**src/rtl/cfe_pkg.sv**
```systemverilog
// shared types and constants of the csv field escaper
`timescale 1ns / 1ps

package cfe_pkg;

    localparam int CHAR_W  = 16;
    localparam int COUNT_W = 16;
    localparam int SLOTS   = 4;
    localparam int NUM_W   = 3;

    localparam logic [CHAR_W-1:0] CH_QUOTE = 16'h0022;
    localparam logic [CHAR_W-1:0] CH_CR    = 16'h000D;
    localparam logic [CHAR_W-1:0] CH_SPACE = 16'h0020;
    localparam logic [CHAR_W-1:0] CH_COMMA = 16'h002C;

    localparam logic [COUNT_W-1:0] CAPACITY_RESET = 16'd1020;

    typedef enum logic [2:0] {
        REG_DROP_CONTROL = 3'd0,
        REG_DROP_COMMA   = 3'd1,
        REG_QUOTE_MODE   = 3'd2,
        REG_DROP_CR      = 3'd3,
        REG_CAPACITY     = 3'd4
    } cfg_index_t;

    typedef struct packed {
        logic               drop_control;
        logic               drop_comma;
        logic               quote_mode;
        logic               drop_cr;
        logic [COUNT_W-1:0] capacity;
    } cfg_t;

    // one input transaction after decode: compacted characters to emit
    typedef struct packed {
        logic [SLOTS-1:0][CHAR_W-1:0] chars;
        logic [NUM_W-1:0]             num;
        logic [COUNT_W-1:0]           base;
        logic                         last;
    } decoded_t;

endpackage

```
**src/rtl/cfe_decode.sv**
```systemverilog
// decode of one input character into the list of characters to emit
`timescale 1ns / 1ps

module cfe_decode
    import cfe_pkg::*;
(
    input  logic [CHAR_W-1:0]  char_in,
    input  logic               first_char,
    input  logic               last_char,
    input  logic               empty_field,
    input  cfg_t               cfg,
    input  logic [COUNT_W-1:0] count,
    output decoded_t           dec
);

    logic                         first_eff;
    logic                         last_eff;
    logic                         keep;
    logic [SLOTS-1:0]             cand_en;
    logic [SLOTS-1:0][CHAR_W-1:0] cand_ch;
    logic [SLOTS-1:0][CHAR_W-1:0] chars;
    logic [NUM_W-1:0]             k;
    logic [COUNT_W-1:0]           base;
    logic [COUNT_W-1:0]           room;

    assign first_eff = first_char | empty_field;
    assign last_eff  = last_char | empty_field;

    assign keep = !(cfg.drop_control && (char_in < CH_SPACE))
               && !(cfg.drop_comma && (char_in == CH_COMMA))
               && !(cfg.drop_cr && (char_in == CH_CR));

    // candidates in emission order: open quote, escape quote, char, close quote
    assign cand_en[0] = first_eff && cfg.quote_mode;
    assign cand_en[1] = !empty_field && cfg.quote_mode && (char_in == CH_QUOTE);
    assign cand_en[2] = !empty_field && keep;
    assign cand_en[3] = last_eff && cfg.quote_mode;
    assign cand_ch[0] = CH_QUOTE;
    assign cand_ch[1] = CH_QUOTE;
    assign cand_ch[2] = char_in;
    assign cand_ch[3] = CH_QUOTE;

    always_comb
    begin
        chars = '0;
        k     = '0;
        for (int j = 0; j < SLOTS; j++)
        begin
            if (cand_en[j])
            begin
                chars[k[1:0]] = cand_ch[j];
                k = k + NUM_W'(1);
            end
        end
    end

    assign base = first_eff ? '0 : count;
    assign room = (base < cfg.capacity) ? (cfg.capacity - base) : '0;

    always_comb
    begin
        dec.chars = chars;
        dec.num   = ({{(COUNT_W-NUM_W){1'b0}}, k} < room) ? k : room[NUM_W-1:0];
        dec.base  = base;
        dec.last  = last_eff;
    end

endmodule

```
**src/rtl/cfe_emitter.sv**
```systemverilog
// holding slot and output register that send decoded characters one per cycle while the receiver is ready
`timescale 1ns / 1ps

module cfe_emitter
    import cfe_pkg::*;
(
    input  logic        clk,
    input  logic        rst_n,
    input  logic        in_valid,
    output logic        in_ready,
    input  decoded_t    dec,
    output logic        m_tvalid,
    input  logic        m_tready,
    output logic [31:0] m_tdata,    // char_out [15:0], field_length [31:16]
    output logic [0:0]  m_tuser,    // char_valid [0]
    output logic        m_tlast
);

    decoded_t           pend_reg;
    logic               pend_valid_reg;
    logic [1:0]         idx_reg;
    logic               out_valid_reg;
    logic [CHAR_W-1:0]  char_reg;
    logic               cvalid_reg;
    logic               eof_reg;
    logic [COUNT_W-1:0] len_reg;

    logic [NUM_W-1:0]   total;
    logic [NUM_W-1:0]   last_full;
    logic [1:0]         last_idx;
    logic               out_load;
    logic               advance;
    logic               done;
    logic               accept;

    assign total     = (pend_reg.num == '0) ? NUM_W'(1) : pend_reg.num;
    assign last_full = total - NUM_W'(1);
    assign last_idx  = last_full[1:0];
    assign out_load  = !out_valid_reg || m_tready;
    assign advance   = out_load && pend_valid_reg;
    assign done      = advance && (idx_reg == last_idx);
    assign in_ready  = !pend_valid_reg || done;
    assign accept    = in_valid && in_ready;

    always_ff @(posedge clk or negedge rst_n)
    begin
        if (!rst_n)
        begin
            pend_valid_reg <= 1'b0;
            idx_reg        <= '0;
            out_valid_reg  <= 1'b0;
        end
        else
        begin
            if (accept)
            begin
                pend_valid_reg <= 1'b1;
                idx_reg        <= '0;
            end
            else if (done)
            begin
                pend_valid_reg <= 1'b0;
                idx_reg        <= '0;
            end
            else if (advance)
            begin
                idx_reg <= idx_reg + 2'd1;
            end
            if (out_load)
            begin
                out_valid_reg <= pend_valid_reg;
            end
        end
    end

    always_ff @(posedge clk)
    begin
        if (accept)
        begin
            pend_reg <= dec;
        end
        if (advance)
        begin
            if (pend_reg.num == '0)
            begin
                char_reg   <= '0;
                cvalid_reg <= 1'b0;
                len_reg    <= pend_reg.base;
            end
            else
            begin
                char_reg   <= pend_reg.chars[idx_reg];
                cvalid_reg <= 1'b1;
                len_reg    <= pend_reg.base + {{(COUNT_W-2){1'b0}}, idx_reg} + COUNT_W'(1);
            end
            eof_reg <= pend_reg.last && (idx_reg == last_idx);
        end
    end

    assign m_tvalid = out_valid_reg;
    assign m_tdata  = {len_reg, char_reg};
    assign m_tuser  = cvalid_reg;
    assign m_tlast  = eof_reg;

    a_bubble_zero: assert property (@(posedge clk) disable iff (!rst_n)
        out_valid_reg && !cvalid_reg |-> char_reg == '0)
        else $error("bubble carries a character code");

    a_char_len: assert property (@(posedge clk) disable iff (!rst_n)
        out_valid_reg && cvalid_reg |-> len_reg != '0)
        else $error("emitted character with zero field length");

    a_idx_range: assert property (@(posedge clk) disable iff (!rst_n)
        pend_valid_reg |-> {1'b0, idx_reg} <= last_full)
        else $error("slot index beyond result count");

    a_idx_idle: assert property (@(posedge clk) disable iff (!rst_n)
        !pend_valid_reg |-> idx_reg == '0)
        else $error("slot index not cleared while slot empty");

    a_len_step: assert property (@(posedge clk) disable iff (!rst_n)
        advance && !done && pend_reg.num != '0 |=> out_valid_reg && cvalid_reg && !eof_reg)
        else $error("middle result of a transaction malformed");

endmodule

```
**src/rtl/csv_field_escaper.sv**
```systemverilog
// top level of the csv field escaper: config registers, field count, decode and emitter
`timescale 1ns / 1ps

// usage:
// - slave stream carries one 16-bit code unit per transaction; tlast marks the
//   last character of a field, tuser flags first character and empty field
// - master stream returns one result per transaction: the code unit or a
//   bubble (tuser low), the running field length, tlast on the field's end
// - each input yields 1 to 4 results (opening quote, escape quote, the
//   character, closing quote); the output register sends one result per
//   cycle while the receiver is ready, the results of an item in turn
// - the first result of an item passes the holding slot, then the output
//   register; plain items stream back to back at one per cycle if not stalled
// - the rate is set by the single output register, fed from a one-item
//   holding slot; a new item is taken in the cycle its predecessor's last
//   result moves to the output register
// - receiver stall: results wait in the output register, the slot holds the
//   next item, then s_tready drops; nothing is lost
// - reset: config returns to drop_control=1, drop_comma=1, quote_mode=0,
//   drop_carriage_return=0, capacity=1020; field count clears, streams empty
// - config port: write cfg_data to register cfg_index while cfg_wen is high,
//   only while the streams are idle; indexes beyond the list are ignored
module csv_field_escaper
    import cfe_pkg::*;
(
    input  logic        clk,
    input  logic        rst_n,
    input  logic        cfg_wen,
    input  logic [2:0]  cfg_index,
    input  logic [15:0] cfg_data,
    input  logic        s_tvalid,
    output logic        s_tready,
    input  logic [15:0] s_tdata,    // char_in [15:0]
    input  logic [1:0]  s_tuser,    // first_char [0], empty_field [1]
    input  logic        s_tlast,    // last_char
    output logic        m_tvalid,
    input  logic        m_tready,
    output logic [31:0] m_tdata,    // char_out [15:0], field_length [31:16]
    output logic [0:0]  m_tuser,    // char_valid [0]
    output logic        m_tlast     // end_of_field
);

    cfg_t               cfg_reg;
    logic [COUNT_W-1:0] count_reg;
    decoded_t           dec;
    logic               accept;

    // configuration registers
    always_ff @(posedge clk or negedge rst_n)
    begin
        if (!rst_n)
        begin
            cfg_reg.drop_control <= 1'b1;
            cfg_reg.drop_comma   <= 1'b1;
            cfg_reg.quote_mode   <= 1'b0;
            cfg_reg.drop_cr      <= 1'b0;
            cfg_reg.capacity     <= CAPACITY_RESET;
        end
        else if (cfg_wen)
        begin
            unique case (cfg_index)
                REG_DROP_CONTROL: cfg_reg.drop_control <= cfg_data[0];
                REG_DROP_COMMA:   cfg_reg.drop_comma   <= cfg_data[0];
                REG_QUOTE_MODE:   cfg_reg.quote_mode   <= cfg_data[0];
                REG_DROP_CR:      cfg_reg.drop_cr      <= cfg_data[0];
                REG_CAPACITY:     cfg_reg.capacity     <= cfg_data;
                default:          ;
            endcase
        end
    end

    // running count of characters emitted in the current field
    assign accept = s_tvalid && s_tready;

    always_ff @(posedge clk or negedge rst_n)
    begin
        if (!rst_n)
        begin
            count_reg <= '0;
        end
        else if (accept)
        begin
            count_reg <= dec.base + {{(COUNT_W-NUM_W){1'b0}}, dec.num};
        end
    end

    cfe_decode u_decode (
        .char_in     (s_tdata),
        .first_char  (s_tuser[0]),
        .last_char   (s_tlast),
        .empty_field (s_tuser[1]),
        .cfg         (cfg_reg),
        .count       (count_reg),
        .dec         (dec)
    );

    cfe_emitter u_emitter (
        .clk      (clk),
        .rst_n    (rst_n),
        .in_valid (s_tvalid),
        .in_ready (s_tready),
        .dec      (dec),
        .m_tvalid (m_tvalid),
        .m_tready (m_tready),
        .m_tdata  (m_tdata),
        .m_tuser  (m_tuser),
        .m_tlast  (m_tlast)
    );

endmodule

```
**config.mk**
```make
export PLATFORM = sky130hd
export DESIGN_NAME = csv_field_escaper
export DESIGN_NICKNAME = d
export VERILOG_FILES = /design/src/rtl/cfe_pkg.sv /design/src/rtl/cfe_decode.sv /design/src/rtl/cfe_emitter.sv /design/src/rtl/csv_field_escaper.sv
export SDC_FILE = /design/constraint.sdc
export NUM_CORES = 1
export LEC_CHECK = 0
export ABC_AREA = 0
export BUFFER_PORTS_ARGS = -buffer_cell sky130_fd_sc_hd__buf_2
export CAP_MARGIN = 20
export CORE_AREA = 2 2 117 119
export DETAILED_ROUTE_END_ITERATION = 10
export DIE_AREA = 0 0 119 121
export PLACE_DENSITY_LB_ADDON = 0.1
export SLEW_MARGIN = 20
export SYNTH_ARGS = -nofsm -noshare
export SYNTH_HDL_FRONTEND = slang
export SYNTH_SLANG_ARGS = --single-unit
```
**constraint.sdc**
```tcl
create_clock -name clk -period 12 [get_ports clk]
set_clock_uncertainty 0.15 [all_clocks]
set_input_delay 1.2 -clock clk [delete_from_list [all_inputs] [get_ports clk]]
set_output_delay 1.2 -clock clk [all_outputs]
set_load 0.1 [all_outputs]
```
# Word level (Yosys, flattened, before mapping)

Cells that the tools add are included.

Add/sub/neg operators: 9
Magnitude comparators: 10
Eq/ne operators: 8
Muxes and demuxes: 28
Bitwise operators: 8
Reductions and logical operators: 34

Operator list:

| cell                                                  | number |
|---|---|
| 2-to-1 mux 64 bit                                     | 3 |
| 2-to-1 mux 16 bit                                     | 7 |
| inverter 56 bit                                       | 2 |
| demux 16 bit (select 2 bit)                           | 3 |
| bitwise mux 64 bit                                    | 1 |
| bitwise AND 14 x 56 -> 56 bit                         | 1 |
| bitwise AND 56 bit                                    | 1 |
| binary-select mux 16 bit (select 2 bit)               | 1 |
| equality test 16 x 6 -> 1 bit (second input constant) | 2 |
| logical AND 1 bit                                     | 17 |
| adder 16 x 1 -> 16 bit (second input constant)        | 1 |
| adder 16 x 2 -> 16 bit                                | 1 |
| adder 16 x 3 -> 16 bit                                | 1 |
| equality test 16 x 4 -> 1 bit (second input constant) | 1 |
| < comparator 16 bit                                   | 1 |
| < comparator 16 x 6 -> 1 bit (second input constant)  | 1 |
| < comparator 3 x 16 -> 1 bit                          | 1 |
| subtractor 16 bit                                     | 1 |
| 2-to-1 mux 3 bit                                      | 4 |
| AND reduction 2 bit                                   | 5 |
| < comparator 2 x 3 -> 1 bit (second input constant)   | 3 |
| 2-to-1 mux 2 bit                                      | 4 |
| bitwise OR 2 x 8 -> 8 bit                             | 1 |
| bitwise OR 8 bit                                      | 1 |
| 19 further kinds                                      | 33 |

Register bits after elaboration: 158
Input bits: 43
Output and inout bits: 36
Logic and storage cells: 117

# Logic depth before layout (Yosys ltp)

Depth after elaboration: 14
Depth in mapped cells: 31
Depth with buffers taken out: 30

# By module

From an unflattened synthesis, not the netlist that was laid out.

Cell total of the unflattened synthesis: 679
Area total of the unflattened synthesis: 8419.3 um^2

By module, submodules not included:

| module            | times used | cells an instance | area each (um^2) | sequential area each (um^2) |
|---|---|---|---|---|
| cfe_emitter       | 1          | 234               | 4653.2           | 3643.5 |
| cfe_decode        | 1          | 304               | 2015.7           | 0.0 |
| csv_field_escaper | 1          | 141               | 1750.4           | 913.4 |

# Worst setup path after synthesis

Ideal clock, no wire load.

Kind: input to register
From: input s_tuser[1]
To: register count_reg[14]
Library setup time: 124 ps
Data arrival time: 6611 ps
Data required time: 11726 ps
Slack: 5116 ps
Cell stages on the path: 31
Buffers on the path: 2
Cell sequence: nor2_1 -> clkbuf_1 -> buf_1 -> and2_1 -> ha_1 -> inv_1 -> fa_1 -> a32o_1 -> o2111a_1 -> o21ai_0 -> a21o_1 -> a21oi_1 -> nand2_1 -> ha_1 -> o21a_1 -> o22ai_1 -> nor4b_1 -> and3_1 -> o2111a_1 -> nand4_1 -> o21ai_1 -> mux2_1 -> ha_1 -> inv_1 -> fa_1 -> nor2b_1 -> o21ai_0 -> nor4_1 -> and3_1 -> nand3_1 -> xor2_1

RTL lines:

| item                 | RTL line                | RTL |
|---|---|---|
| from (decl)          | csv_field_escaper.sv:34 | `input logic [1:0] s_tuser,` |
| to (signal assigned) | csv_field_escaper.sv:83 | `count_reg <= dec.base + {{(COUNT_W-NUM_W){1'b0}}, dec.num};` |
| to (decl)            | csv_field_escaper.sv:44 | `logic [COUNT_W-1:0] count_reg;` |

==> out/qor.yml <==
finish:
  area_growth_pct: 14.8
  final_util_pct: 72.1
  multi_input_area_sq_um: 3440
  seqCellArea_sq_um: 4560
  fin_area_sq_um: 9440
  fill_cells: 914
  layout_common_cells: "edfxtp_1, buf_2, nand2_1"
  drive_above_1_share_pct: 22.8
  fin_nets: 845
  final_common_cell: "edfxtp_1"
  largest_register_ffs: 84
die:
  die_w_um: 119
  start_util_pct: 62.8
  design.core.area_sq_um: 13100
  rows: 42
  boundaryPins: 79
  dieArea_sq_um: 14400
  die_h_um: 121
critical_path:
  arrival_ns: 7.24
  slowest_stage: "nor4_1"
  endpoint_kind: "flip-flop"
  cp_max_fo: 21
  cp.required_ns: 12.15
  crit_top_cell: "ha_1"
  crit_type: "input pin to flip-flop"
  slowest_delay_ns: 0.43
  worst_setup_path_start_kind: "input pin"
power_and_ir_drop:
  ir_drop_mv: 0.127
  sequentialPowerShare_pct: 36.9
  p_leak_nw: 3.88
  total_power_mw: 2.22
  clkPwrFrac_pct: 24.2
  p_int_mw: 1.33
  p_sw_share_pct: 40.3
  p_per_area_nw_per_um2: 236
  power_switching_mw: 0.896
  power_frac_comb_pct: 38.9
yosys:
  syn_avg_cell_area_sq_um: 12.0
  ys_warn_count: 0
  synth_edf_count: 118
  synthCells: 683
  synthArstFlopShare_pct: 25.3
  syn-num-nets: 760
  synth-main-ff-cell: "edfxtp_1"
  yosysSeqAreaShare_pct: 55.4
  syn_area_sq_um: 8220
  synth_cell_types: 72
  ys_seq_elements: 158
drt:
  first_iter_violations: 392
  ant_nets: 0
  m1WireLength_mm: 7.53
  wl_per_cell_um: 16.9
  routed-via-count: 5504
  drcViolationCount: 0
  wl_met3_um: 671
  routed.top_layer: "met4"
  first_pass_iters: 5
  viasPerCell: 5.75
  wl_mm: 16.2
  route.met2.wl_mm: 7.70
placement:
  dp_hpwl_mm: 11.6
  port_buffers: 78
  place_area_sq_um: 8810
  dpl_worst_slack_ns: 4.55
  gp_congestion: 0.930
status:
  status: "finished clean"
clock_tree:
  cts_sinks: 158
  post_cts_buffers: 0
  cts_tree: "yes"
  clock-root-buffer: "clkbuf_16"
  h-tree-depth: 4
  clock_latency_ns: 0.42
  post_cts_resized: 0
  cts_buffers: 17
  clk_pin_slew_ns: 0.06
  cts.path.max_buffers: 2
  cts_hold_buf: 0
global_route:
  grt_pass1_wl_mm: 26.8
  antenna_found_initial: 1
  grt_max_degree: 91
  grt_pass1_vias: 5428
  grt_overflow_total: 0
  grt_usage_pct: 24.2
sta:
  rsz0062_at_grt: "false"
  fin_tns_setup_ns: 0
  max_slew.worst_pin.slew_ns: 1.08
  fmax_mhz: 141
  timing.slew.headroom_pct: 27.8
  setup_ws_ns: 4.91
  finalCritPeriodShare_pct: 59.1
  slew_viol_final: 0
  hold_violations: 0
  period_needed_ns: 7.09
  finalSetupViolCount: 0
worst_hold_path:
  min_path_type: "flip-flop to flip-flop"
job:
  cap_violations: 0
## power by group through the flow
stage          Sequential, mW  Combinational, mW  Clock [mW]
3_5_place_dp            0.837              0.853           0
3_3_place_gp            0.829              0.847           0
2_1_floorplan            1.16              0.373           0
4_1_cts                 0.827              0.857       0.547
6_report                0.821              0.865       0.537
5_1_grt                 0.836              0.922       0.569
## critical path: cells and delay by family
kind	cells	cell delay [ns]
adders and majority gates	5	1.31
and+or+nand+nor	10	1.98
xor gates and xnor gates	1	0.15
AOI/OAI and AO/OA	10	1.88
muxes	1	0.19
buffers and inverters	4	0.49
## cell type report
| class | instances | area share, % |
|---|---|---|
| Sequential cell | 158 | 48.3 |
| Multi-Input combinational cell | 463 | 36.4 |
| Timing Repair Buffer | 86 | 4.98 |
| Clock buffer | 17 | 4.51 |
| Tap cell | 176 | 2.33 |
| Clock inverter | 15 | 1.79 |
| Inverter | 42 | 1.67 |
| Antenna cell | 1 | 0.0265 |
## cell usage after synthesis, drive strengths merged, types with 8 or more instances
library cell	count	share of area (%)
nor2	26	1.2
dfstp	10	3.2
o21ai	35	2.1
nand2	73	3.3
nand2b	8	0.61
xor2	9	0.96
nand3	14	0.85
ha	31	4.7
dfrtp	30	9.1
xnor2	19	2.0
a21oi	26	1.6
inv	41	1.9
mux4	16	4.4
clkbuf	15	0.68
mux2	21	2.9
and3	20	1.6
edfxtp	118	43
and2	66	5.1
## cell families (layout without fill, tap and decap cells)
logic type               Yosys count  count (layout)  synth area share (%)
XOR/XNOR                          29              29                  3.26
buffers and inverters             62             160                  2.85
AND/OR/NAND/NOR                  256             256                  17.1
flip-flops                       158             158                  55.4
multiplexers                      43              43                  7.99
adder cells (fa/ha/maj)           34              34                  5.45
AO/OA/AOI/OAI                    101             101                  7.97
other                              0               1                     0
## final timing paths
path	start	end	slack, ns	cells after the start
max in group asynchronous	rst_n	u_emitter.pend_valid_reg	10.35	1
min in group asynchronous	rst_n	cfg_reg[14]	0.76	1
min reg2reg	count_reg[0]	count_reg[0]	0.33	2
max reg2reg	count_reg[0]	count_reg[14]	5.91	28
min	count_reg[0]	count_reg[0]	0.33	2
max	s_tuser[1]	count_reg[14]	4.91	31
## stage by stage
| step | hold slack, ns | cells |
|---|---|---|
| global route | 0.354 | 958 |
| detailed placement | 0.324 | 924 |
| global placement | 0.302 | 922 |
| CTS | 0.336 | 956 |
| floorplan | 0.287 | 683 |
| finish | 0.329 | 958 |
## routing by layer
metal	GRT usage [%]	vias to the layer above
met1	33.6	2688
met2	38.8	138
met3	4.28	19
li1	-	2659
met5	0	-
met4	8.85	0
Power figures use the tool's default switching activity.
